`src/rtl/sipd_pkg.sv`:
```
package sipd_pkg;

    // Character codes and fixed sizes
    localparam logic [7:0] CH_ZERO  = 8'd48;
    localparam logic [7:0] CH_MINUS = 8'd45;
    localparam int         RADIX    = 10;
    localparam int         DIGITS   = 10;
    localparam int         MAG_BITS = 32;

    // One request on the input channel
    typedef struct packed {
        logic signed [31:0] value;
        logic        [4:0]  width;
        logic        [7:0]  fill_char;
    } in_item_t;

    // One character on the result channel
    typedef struct packed {
        logic [7:0] char_out;
        logic       last;
    } out_item_t;

    // Classified request handed from the front end to the converter
    typedef struct packed {
        logic                neg;
        logic [MAG_BITS-1:0] mag;
        logic [7:0]          fill;
    } conv_req_t;

endpackage

```
`src/rtl/signed_int_to_padded_decimal.sv`:
```
// Path from an accepted request to its first character: queue exit, 32
// double-dabble steps, field sizing, output register.
// The bit-serial digit converter takes the next number only after the last
// character of the current one (1 to MAX_WIDTH characters) has been issued.
// A two-entry queue takes up to two more requests while one is converted.
// Reset (aresetn, synchronous, active low) empties the queue and output.
module signed_int_to_padded_decimal #(
    parameter int MAX_WIDTH = 26
) (
    input  logic                aclk,
    input  logic                aresetn,
    input  logic                s_valid,
    output logic                s_ready,
    input  sipd_pkg::in_item_t  s_data,
    output logic                m_valid,
    input  logic                m_ready,
    output sipd_pkg::out_item_t m_data
);
    import sipd_pkg::*;

    localparam int WW = $clog2(MAX_WIDTH + 1);
    localparam int QW = $bits(conv_req_t) + WW;

    conv_req_t     f_req, q_req;
    logic [WW-1:0] f_width, q_width;
    logic [QW-1:0] q_rd_data;
    logic          q_rd_valid, q_rd_ready;

    // Classify each request
    sipd_front #(.MAX_WIDTH(MAX_WIDTH), .WW(WW)) u_front (
        .in_item   (s_data),
        .req       (f_req),
        .req_width (f_width)
    );

    // Decouple classification from conversion
    sipd_fifo #(.WIDTH(QW), .DEPTH(2)) u_queue (
        .aclk     (aclk),
        .aresetn  (aresetn),
        .wr_valid (s_valid),
        .wr_ready (s_ready),
        .wr_data  ({f_req, f_width}),
        .rd_valid (q_rd_valid),
        .rd_ready (q_rd_ready),
        .rd_data  (q_rd_data)
    );

    assign q_req   = q_rd_data[QW-1:WW];
    assign q_width = q_rd_data[WW-1:0];

    // Convert and emit characters
    sipd_back #(.WW(WW)) u_back (
        .aclk     (aclk),
        .aresetn  (aresetn),
        .rd_valid (q_rd_valid),
        .rd_ready (q_rd_ready),
        .rd_req   (q_req),
        .rd_width (q_width),
        .m_valid  (m_valid),
        .m_ready  (m_ready),
        .m_data   (m_data)
    );

    // Queue and output come out of reset empty
    a_reset_empty: assert property (@(posedge aclk)
        !aresetn |=> (!m_valid && !q_rd_valid))
        else $error("queue or output not empty after reset");

    // An accepted request is visible to the converter next cycle
    a_queue_fill: assert property (@(posedge aclk) disable iff (!aresetn)
        (s_valid && s_ready) |=> q_rd_valid)
        else $error("accepted request missing from queue");

    // Characters of one number follow without bubbles
    a_no_gap: assert property (@(posedge aclk) disable iff (!aresetn)
        (m_valid && m_ready && !m_data.last) |=> m_valid)
        else $error("gap inside a number");

endmodule

```
`src/rtl/sipd_front.sv`:
```
module sipd_front #(
    parameter int MAX_WIDTH = 26,
    parameter int WW        = 5
) (
    input  sipd_pkg::in_item_t  in_item,
    output sipd_pkg::conv_req_t req,
    output logic [WW-1:0]       req_width
);
    import sipd_pkg::*;

    localparam int CW = (WW > 5) ? WW : 5;

    logic [MAG_BITS-1:0] raw;
    logic [CW-1:0]       w_ext;

    // Split off the sign and take the unsigned magnitude
    assign raw       = MAG_BITS'(in_item.value);
    assign req.neg   = raw[MAG_BITS-1];
    assign req.mag   = raw[MAG_BITS-1] ? (MAG_BITS'(0) - raw) : raw;
    assign req.fill  = in_item.fill_char;

    // Clip the field width to the supported maximum
    assign w_ext     = CW'(in_item.width);
    assign req_width = (w_ext > CW'(MAX_WIDTH)) ? WW'(MAX_WIDTH) : WW'(w_ext);

endmodule

```
`src/rtl/sipd_fifo.sv`:
```
module sipd_fifo #(
    parameter int WIDTH = 8,
    parameter int DEPTH = 2
) (
    input  logic             aclk,
    input  logic             aresetn,
    input  logic             wr_valid,
    output logic             wr_ready,
    input  logic [WIDTH-1:0] wr_data,
    output logic             rd_valid,
    input  logic             rd_ready,
    output logic [WIDTH-1:0] rd_data
);
    localparam int PW = $clog2(DEPTH);
    localparam int CNTW = $clog2(DEPTH + 1);

    logic [WIDTH-1:0] mem_reg [DEPTH];
    logic [PW-1:0]    wr_ptr_reg, rd_ptr_reg;
    logic [CNTW-1:0]  count_reg;
    logic             push, pop;

    assign wr_ready = (count_reg != CNTW'(DEPTH));
    assign rd_valid = (count_reg != '0);
    assign rd_data  = mem_reg[rd_ptr_reg];
    assign push     = wr_valid && wr_ready;
    assign pop      = rd_valid && rd_ready;

    // Store entries
    always_ff @(posedge aclk) begin
        if (push) begin
            mem_reg[wr_ptr_reg] <= wr_data;
        end
    end

    // Advance pointers and occupancy
    always_ff @(posedge aclk) begin
        if (!aresetn) begin
            wr_ptr_reg <= '0;
            rd_ptr_reg <= '0;
            count_reg  <= '0;
        end else begin
            if (push) begin
                wr_ptr_reg <= (wr_ptr_reg == PW'(DEPTH - 1)) ? '0 : wr_ptr_reg + 1'b1;
            end
            if (pop) begin
                rd_ptr_reg <= (rd_ptr_reg == PW'(DEPTH - 1)) ? '0 : rd_ptr_reg + 1'b1;
            end
            if (push && !pop) begin
                count_reg <= count_reg + 1'b1;
            end else if (pop && !push) begin
                count_reg <= count_reg - 1'b1;
            end
        end
    end

endmodule

```
`src/rtl/sipd_back.sv`:
```
module sipd_back #(
    parameter int WW        = 5
) (
    input  logic                 aclk,
    input  logic                 aresetn,
    input  logic                 rd_valid,
    output logic                 rd_ready,
    input  sipd_pkg::conv_req_t  rd_req,
    input  logic [WW-1:0]        rd_width,
    output logic                 m_valid,
    input  logic                 m_ready,
    output sipd_pkg::out_item_t  m_data
);
    import sipd_pkg::*;

    localparam logic [1:0] ST_IDLE = 2'd0;
    localparam logic [1:0] ST_CONV = 2'd1;
    localparam logic [1:0] ST_LEN  = 2'd2;
    localparam logic [1:0] ST_EMIT = 2'd3;
    localparam int         SW      = $clog2(MAG_BITS);

    logic [1:0]               state_reg, state_next;
    logic [SW-1:0]            step_reg, step_next;
    logic [MAG_BITS-1:0]      bin_reg, bin_next;
    logic [DIGITS-1:0][3:0]   bcd_reg, bcd_next;
    logic                     neg_reg, neg_next;
    logic [7:0]               fill_reg, fill_next;
    logic [WW-1:0]            width_reg, width_next;
    logic [WW-1:0]            total_reg, total_next;
    logic [WW-1:0]            lead_reg, lead_next;
    logic [WW-1:0]            k_reg, k_next;
    logic                     m_valid_reg, m_valid_next;
    out_item_t                m_data_reg, m_data_next;

    logic [DIGITS-1:0][3:0]   adj;
    logic [3:0]               nd;
    logic [WW-1:0]            len_min;
    logic [3:0]               di;
    logic                     slot_free;
    logic                     is_last;
    logic [7:0]               ch;

    assign m_valid   = m_valid_reg;
    assign m_data    = m_data_reg;
    assign rd_ready  = (state_reg == ST_IDLE);
    assign slot_free = !m_valid_reg || m_ready;

    // Add three to every digit of five or more before the shift
    always_comb begin
        for (int i = 0; i < DIGITS; i++) begin
            adj[i] = (bcd_reg[i] >= 4'd5) ? bcd_reg[i] + 4'd3 : bcd_reg[i];
        end
    end

    // Count significant digits; zero still has one
    always_comb begin
        nd = 4'd1;
        for (int i = 1; i < DIGITS; i++) begin
            if (bcd_reg[i] != 4'd0) begin
                nd = 4'(i + 1);
            end
        end
    end

    assign len_min = WW'(nd) + WW'(neg_reg);

    // Pick the character at the current position
    assign di      = 4'(total_reg - k_reg - 1'b1);
    assign is_last = (k_reg == total_reg - 1'b1);
    always_comb begin
        if (neg_reg && (k_reg == '0)) begin
            ch = CH_MINUS;
        end else if (k_reg < lead_reg) begin
            ch = fill_reg;
        end else begin
            ch = CH_ZERO + {4'd0, bcd_reg[di]};
        end
    end

    // Sequencer: load, double-dabble, size the field, emit
    always_comb begin
        state_next   = state_reg;
        step_next    = step_reg;
        bin_next     = bin_reg;
        bcd_next     = bcd_reg;
        neg_next     = neg_reg;
        fill_next    = fill_reg;
        width_next   = width_reg;
        total_next   = total_reg;
        lead_next    = lead_reg;
        k_next       = k_reg;
        m_valid_next = m_valid_reg && !m_ready;
        m_data_next  = m_data_reg;
        unique case (state_reg)
            ST_IDLE: begin
                if (rd_valid) begin
                    bin_next   = rd_req.mag;
                    bcd_next   = '0;
                    neg_next   = rd_req.neg;
                    fill_next  = rd_req.fill;
                    width_next = rd_width;
                    step_next  = '0;
                    state_next = ST_CONV;
                end
            end
            ST_CONV: begin
                bcd_next  = {adj[DIGITS-1][2:0], adj[DIGITS-2:0], bin_reg[MAG_BITS-1]};
                bin_next  = {bin_reg[MAG_BITS-2:0], 1'b0};
                step_next = step_reg + 1'b1;
                if (step_reg == SW'(MAG_BITS - 1)) begin
                    state_next = ST_LEN;
                end
            end
            ST_LEN: begin
                total_next = (width_reg > len_min) ? width_reg : len_min;
                lead_next  = ((width_reg > len_min) ? width_reg : len_min) - WW'(nd);
                k_next     = '0;
                state_next = ST_EMIT;
            end
            ST_EMIT: begin
                if (slot_free) begin
                    m_valid_next         = 1'b1;
                    m_data_next.char_out = ch;
                    m_data_next.last     = is_last;
                    k_next               = k_reg + 1'b1;
                    if (is_last) begin
                        state_next = ST_IDLE;
                    end
                end
            end
            default: begin
                state_next = ST_IDLE;
            end
        endcase
    end

    // Hold datapath registers
    always_ff @(posedge aclk) begin
        step_reg   <= step_next;
        bin_reg    <= bin_next;
        bcd_reg    <= bcd_next;
        neg_reg    <= neg_next;
        fill_reg   <= fill_next;
        width_reg  <= width_next;
        total_reg  <= total_next;
        lead_reg   <= lead_next;
        k_reg      <= k_next;
        m_data_reg <= m_data_next;
    end

    // Control state
    always_ff @(posedge aclk) begin
        if (!aresetn) begin
            state_reg   <= ST_IDLE;
            m_valid_reg <= 1'b0;
        end else begin
            state_reg   <= state_next;
            m_valid_reg <= m_valid_next;
        end
    end

endmodule
```
`config.mk`:
```
export PLATFORM = sky130hd
export DESIGN_NAME = signed_int_to_padded_decimal
export DESIGN_NICKNAME = d
export VERILOG_FILES = /design/src/rtl/sipd_pkg.sv /design/src/rtl/signed_int_to_padded_decimal.sv /design/src/rtl/sipd_front.sv /design/src/rtl/sipd_fifo.sv /design/src/rtl/sipd_back.sv
export SDC_FILE = /design/constraint.sdc
export NUM_CORES = 1
export LEC_CHECK = 0
export ABC_AREA = 0
export BUFFER_PORTS_ARGS = -buffer_cell sky130_fd_sc_hd__buf_2
export CORE_ASPECT_RATIO = 2
export CORE_MARGIN = 2
export CORE_UTILIZATION = 35
export CTS_CLUSTER_DIAMETER = 60
export DETAILED_ROUTE_END_ITERATION = 8
export SLEW_MARGIN = 5
export SYNTH_ARGS = -nofsm -noshare
export SYNTH_HDL_FRONTEND = slang
export SYNTH_SLANG_ARGS = --single-unit
```
`constraint.sdc`:
```
create_clock -name aclk -period 15.1 [get_ports aclk]
set_clock_uncertainty 0.1 [all_clocks]
set_input_delay 1.51 -clock aclk [delete_from_list [all_inputs] [get_ports aclk]]
set_output_delay 1.51 -clock aclk [all_outputs]
set_load 0.1 [all_outputs]
```
; After elaboration in Yosys (flattened, before gate mapping)
; Memory sizes are Yosys's and may differ from the RTL's. A register that Yosys moved wholly into a read port is not among the register bits.
; Index checks and enable logic that the tools add are counted.
[op_classes]
addsub = 23
order_cmp = 14
eq_ne = 10
mux = 48
n_reduce_logical = 31
[ops]
columns = operator, n
row1 = 40-bit case mux with 2 select lines, 1
row2 = 32-bit 2-to-1 mux, 2
row3 = 32-bit case mux with 2 select lines, 1
row4 = 4-bit 2-to-1 mux, 13
row5 = "4-bit by 3-bit >= comparator with 1-bit output, second input constant", 10
row6 = 40-bit 2-to-1 mux, 1
row7 = "4-bit by 2-bit adder with 4-bit output, second input constant", 9
row8 = 4-bit nonzero test, 9
row9 = "1-bit by 32-bit subtractor with 32-bit output, first input constant", 1
row10 = 5-bit 2-to-1 mux, 4
row11 = 5-bit case mux with 2 select lines, 2
row12 = 4-bit binary-select mux with 4-bit select, 1
row13 = 2-bit 2-to-1 mux, 8
row14 = 3-bit 2-to-1 mux, 5
row15 = "5-bit by 1-bit adder with 5-bit output, second input constant", 2
row16 = 1-bit 2-to-1 mux, 8
row17 = 8-bit 2-to-1 mux, 1
row18 = "2-bit by 1-bit inequality test with 1-bit output, second input constant", 4
row19 = 2-bit case mux with 4 select lines, 1
row20 = 2-bit AND reduction, 4
row21 = 2-bit nonzero test, 4
row22 = "6-bit by 4-bit adder with 7-bit output, first input constant", 1
row23 = 1-bit logical AND, 6
row24 = 4-bit by 1-bit adder with 5-bit output, 1
row25 = 22 further kinds, 27
[totals]
ff_bits = 122
ramBits = 92
input_bits = 49
output_inout_bits = 11
elab_cells = 152
memories = 1
[mem_list]
columns = name, words, word_bits, read_ports, rd_ports_with_merged_regs, wr, line_no
row1 = u_queue.mem_reg, 2, 46, 1, 1, 1, sipd_fifo.sv:17  ; logic [WIDTH-1:0] mem_reg [DEPTH];

; Logic depth before layout (Yosys ltp)
[logic_depth]
word_depth = 14
depth_mapped = 21
mapped_depth_nobuf = 21

; Cells and area by module
; From an unflattened synthesis, not the netlist that was laid out.
[unflattened]
hier_cells = 815
hier_area_um2 = 11008.1
[by_module_without_submodules]
columns = module, instances, cells_per_inst, area_each_um2, seq_area_each_um2
row1 = sipd_back, 1, 538, 6641.4, 3513.4
row2 = sipd_fifo, 1, 167, 3558.4, 2862.7
row3 = sipd_front, 1, 110, 808.3, 0.0

; Worst setup path before layout
; OpenSTA, ideal clock, no wires.
[synth_timing]
path_type = register -> register
start = register u_back.state_reg[1]
end = register u_back.bcd_reg[0] (netlist bit), enable pin
setup_ps = 538
arrival_ps = 4664
t_required_ps = 14462
setup_slack_ps = 9797
path_stages_with_launch = 6
path_buffers = 1
synth_period_minus_slack_ps = 5303
path_cell_list = dfxtp_1 inv_1 ha_1 clkbuf_1 nor2_1 a21oi_1
[synth_via]
elab_chain_cells = 3
word_cells_on_any_way = 5
classes_between = eq/ne: 2 / reduce/logical: 3
[synth_lines]
columns = item, line_no
row1 = "start, declared", sipd_back.sv:22  ; logic [1:0] state_reg, state_next;
row2 = "start signal, assigned", sipd_back.sv:157  ; state_reg <= state_next;
row3 = 2-bit by 1-bit equality test with 1-bit output or 2-bit logical NOT (tied branches), sipd_back.sv:94  ; unique case (state_reg)
row4 = 2-bit nonzero test (no line) or 2-bit by 1-bit inequality test with 1-bit output (tied branches), -
row5 = 2-bit AND reduction (no line) *, -
row6 = "end signal, assigned", sipd_back.sv:141  ; bcd_reg <= bcd_next;
row7 = "end, declared", sipd_back.sv:25  ; logic [DIGITS-1:0][3:0] bcd_reg, bcd_next;
; Every way passes the cells marked *; elsewhere a longest branch is shown, timed or not.
; A chain may end at the register's enable or synchronous reset.

; Final worst setup path
[layout_timing]
start = register u_back.bcd_reg[12] (netlist bit)
end = register u_back.lead_reg[4], data pin
[layout_via]
elab_chain_cells = 12
[layout_lines]
columns = item, line_no
row1 = 4-bit nonzero test *, sipd_back.sv:59  ; if (bcd_reg[i] != 4'd0) begin
row2 = 3-bit 2-to-1 mux * (4 in series), sipd_back.sv:59
row3 = 4-bit 2-to-1 mux * (3 in series), sipd_back.sv:59
row4 = 4-bit by 1-bit adder with 5-bit output, sipd_back.sv:65  ; assign len_min = WW'(nd) + WW'(neg_reg);
row5 = 5-bit greater-than comparator, sipd_back.sv:116  ; lead_next = ((width_reg > len_min) ? width_reg : len_min) - WW'(nd);
row6 = 5-bit 2-to-1 mux, sipd_back.sv:116
row7 = 5-bit by 4-bit subtractor with 5-bit output *, sipd_back.sv:116
row8 = "end signal, assigned", sipd_back.sv:146  ; lead_reg <= lead_next;
row9 = "end, declared", sipd_back.sv:30  ; logic [WW-1:0] lead_reg, lead_next;
; Marked as above.

==> metrics <==
RSZ-0062 raised after global routing false; fin area 12,000 µm²; status complete, no violations; clock latency on the worst-skew pair 0.51 ns; vias per cell 5.02; initial antenna violation count 0; top cell type's share of synthesized area 58.5%; Core Region 30,100 µm²; critical path class reg -> reg; CP Data Required Time 15.25 ns; CTS max path bufs 3; GP Congestion 0.840; Final Util 39.9%; PwrDens 214 nW/µm²; hold depth 2; Total Wirelength 20,700 µm; Fin. Hold Viols 0; Synth Area in XOR/XNOR 5.75%; Cell Chain, Critical Path inv_1, ha_1, nor3b_1, o41ai_1, a21oi_1, o21ai_0, a21oi_1, ha_1, ha_1, xor2_1, ha_1, nand3_1, o22ai_1, a21oi_1, mux2i_1, ha_1, fa_1, inv_1, a21o_1, a21oi_1, xor2_1; total track usage 13.3%; Crit Path Max Fanout 7; CTS tree built; Worst R2R Path Depth 21; clock sinks 215; final hold slack 0.403 ns; IO Count 60; leading area contributor after synthesis edfxtp_1; sequential fraction of the synthesis area 60.0%; largest net degree at the start of global routing 67; Setup TNS 0 ns; Primary FF master, synth edfxtp_1; cell mode on critical path ha_1; Synth Area in Compound Gates 8.09%; crit end category flip-flop; Post-synth EDFFs 207; Final setup viols 0; Reg clk slew, reported paths 0.07 ns; layout cells sized above 1 15.5%; Initial Util 35.3%; drt first pass iters 4; Yosys warning total 0; ANT nets after route 0; Area Growth Syn to Fin 13.0%; pre-CTS WS 10.09 ns; Die ar. 31,900 µm²; WL per Instance 16.2 µm; drt drc 0; post-synthesis mux area share 6.88%; fill count 2,821; Mean Syn Cell Area 12.7 µm²; Die Y-Extent 250 µm; max-slew violations 0; critical path arrival 5.20 ns; CP max stage delay 0.52 ns; P_leak 4.31 nW; worst setup margin 10.06 ns; largest family of logic cells by synthesized area simple AND/OR/NAND/NOR gates; Post-Syn Instances 836; top post-synthesis cells by count edfxtp_1 (207), nand2_1 (75), o21ai_0 (59); fraction of registers with async set/reset 0%; count of different cell masters after synthesis 58; Slew Limit Headroom 37.4%; Worst IR Drop VDD 0.000152 V; number of buffers created by CTS 20; first-pass GRT wire length 33,800 µm; final period utilization 33.4%; Net Count, Synth 936; max reg flops 92; total grt overflow 0; starting DRC count in detailed routing 237; crit start category flip-flop; FMAX 198 MHz; number of port buffers 59; vias in the first global route 6,628; Synth Cell Area 10,600 µm²; number of register bits inferred by synthesis 215; critical path depth in cells 21; CTS root buf clkbuf_16; most common cell in the netlist edfxtp_1; ant diodes 0; area post-placement 11,400 µm²; simple-gate share of the synthesized area 10.4%; Top delay family on crit path adder cells; H-tree levels 1; # rows 90; Nets 998; total number of vias 6,411; setup bufs post-CTS 0; Period minus WS final 5.04 ns; die width 127 µm; max-cap viol count 0; Hold Path Class reg -> reg; Resized Gates After CTS 0; adder-cell area share of the yosys netlist 6.15%; Worst Path Buf+Inv 2; largest cells by area after synthesis edfxtp_1 (58%), ha_1 (5.8%), xnor2_1 (3.7%); DP Wirelength 15,000 µm; Slowest-stage cell, CP a21oi_1; Slew @ Worst Pin 0.939 ns; Hold Buf Count CTS 0
[cell usage in the layout, fill, tap and decap left out, drive strengths merged, types with 6 or more instances in the layout]
cell type / n
dfxtp: 8
a21o: 7
clkbuf: 22
mux2: 16
and2: 8
nand3: 10
xnor2: 45
edfxtp: 207
inv: 51
xor2: 22
nand2: 75
ha: 49
a21oi: 33
nor2: 54
mux2i: 37
a211oi: 12
nor3: 18
o31ai: 8
mux4: 8
buf: 65
nand2b: 13
nor3b: 6
nor2b: 12
o21ai: 61
[cells by family (layout without fill, tap and decap cells)]
group                    Yosys count  count (layout)
AND/OR/NAND/NOR                  222             222
flip-flops                       215             215
AO/OA/AOI/OAI                    141             141
buffers and inverters             77             149
XOR/XNOR                          68              68
multiplexers                      61              61
adder cells (fa/ha/maj)           51              51
other                              1               1
[report_power, final]
part           switching, mW  internal, mW
Clock                  0.218         0.295
Sequential             0.121         0.977
Combinational          0.589         0.366
Total                  0.928          1.64
[path summary, 6_finish.rpt]
| path | slack [ns] | to | startpoint |
|---|---|---|---|
| worst min register to register | 0.40 | u_queue.rd_ptr_reg$_SDFFE_PN0P_ | u_queue.rd_ptr_reg$_SDFFE_PN0P_ |
| worst min-delay path | 0.40 | u_queue.rd_ptr_reg$_SDFFE_PN0P_ | u_queue.rd_ptr_reg$_SDFFE_PN0P_ |
| worst max-delay path | 10.06 | u_back.lead_reg[4]$_DFFE_PP_ | u_back.bcd_reg[12]$_SDFFCE_PN0P_ |
| worst max register to register | 10.06 | u_back.lead_reg[4]$_DFFE_PP_ | u_back.bcd_reg[12]$_SDFFCE_PN0P_ |
[stage by stage]
step / power [mW] / cells
4_1_cts: 2.60 / 1276
3_3_place_gp: 2.06 / 1244
3_5_place_dp: 2.08 / 1244
5_1_grt: 2.76 / 1276
2_1_floorplan: 1.82 / 836
6_report: 2.57 / 1276
[worst min-delay path, stage by stage (launching register included)]
cell     delay, ns
dfxtp_1       0.32
xor2_1        0.08
nor2_1        0.07
[layer usage]
metal / GRT usage, % / vias to the layer above / routed length (µm)
met5: 0 / - / 0
met4: 6.03 / 0 / 782
met3: 1.71 / 42 / 655
met2: 26.4 / 125 / 11800
met1: 13.5 / 3088 / 7500
li1: - / 3156 / -
[final cells by class]
type / instances / area (µm²) / share of cell area, %
Sequential cell: 215 / 6380 / 53.1
Multi-Input combinational cell: 544 / 3980 / 33.2
Clock buffer: 22 / 508 / 4.23
Tap cell: 368 / 460 / 3.83
Timing Repair Buffer: 65 / 340 / 2.83
Inverter: 52 / 195 / 1.63
Clock inverter: 10 / 146 / 1.22
Note: power is estimated with default switching activity, not from simulation.
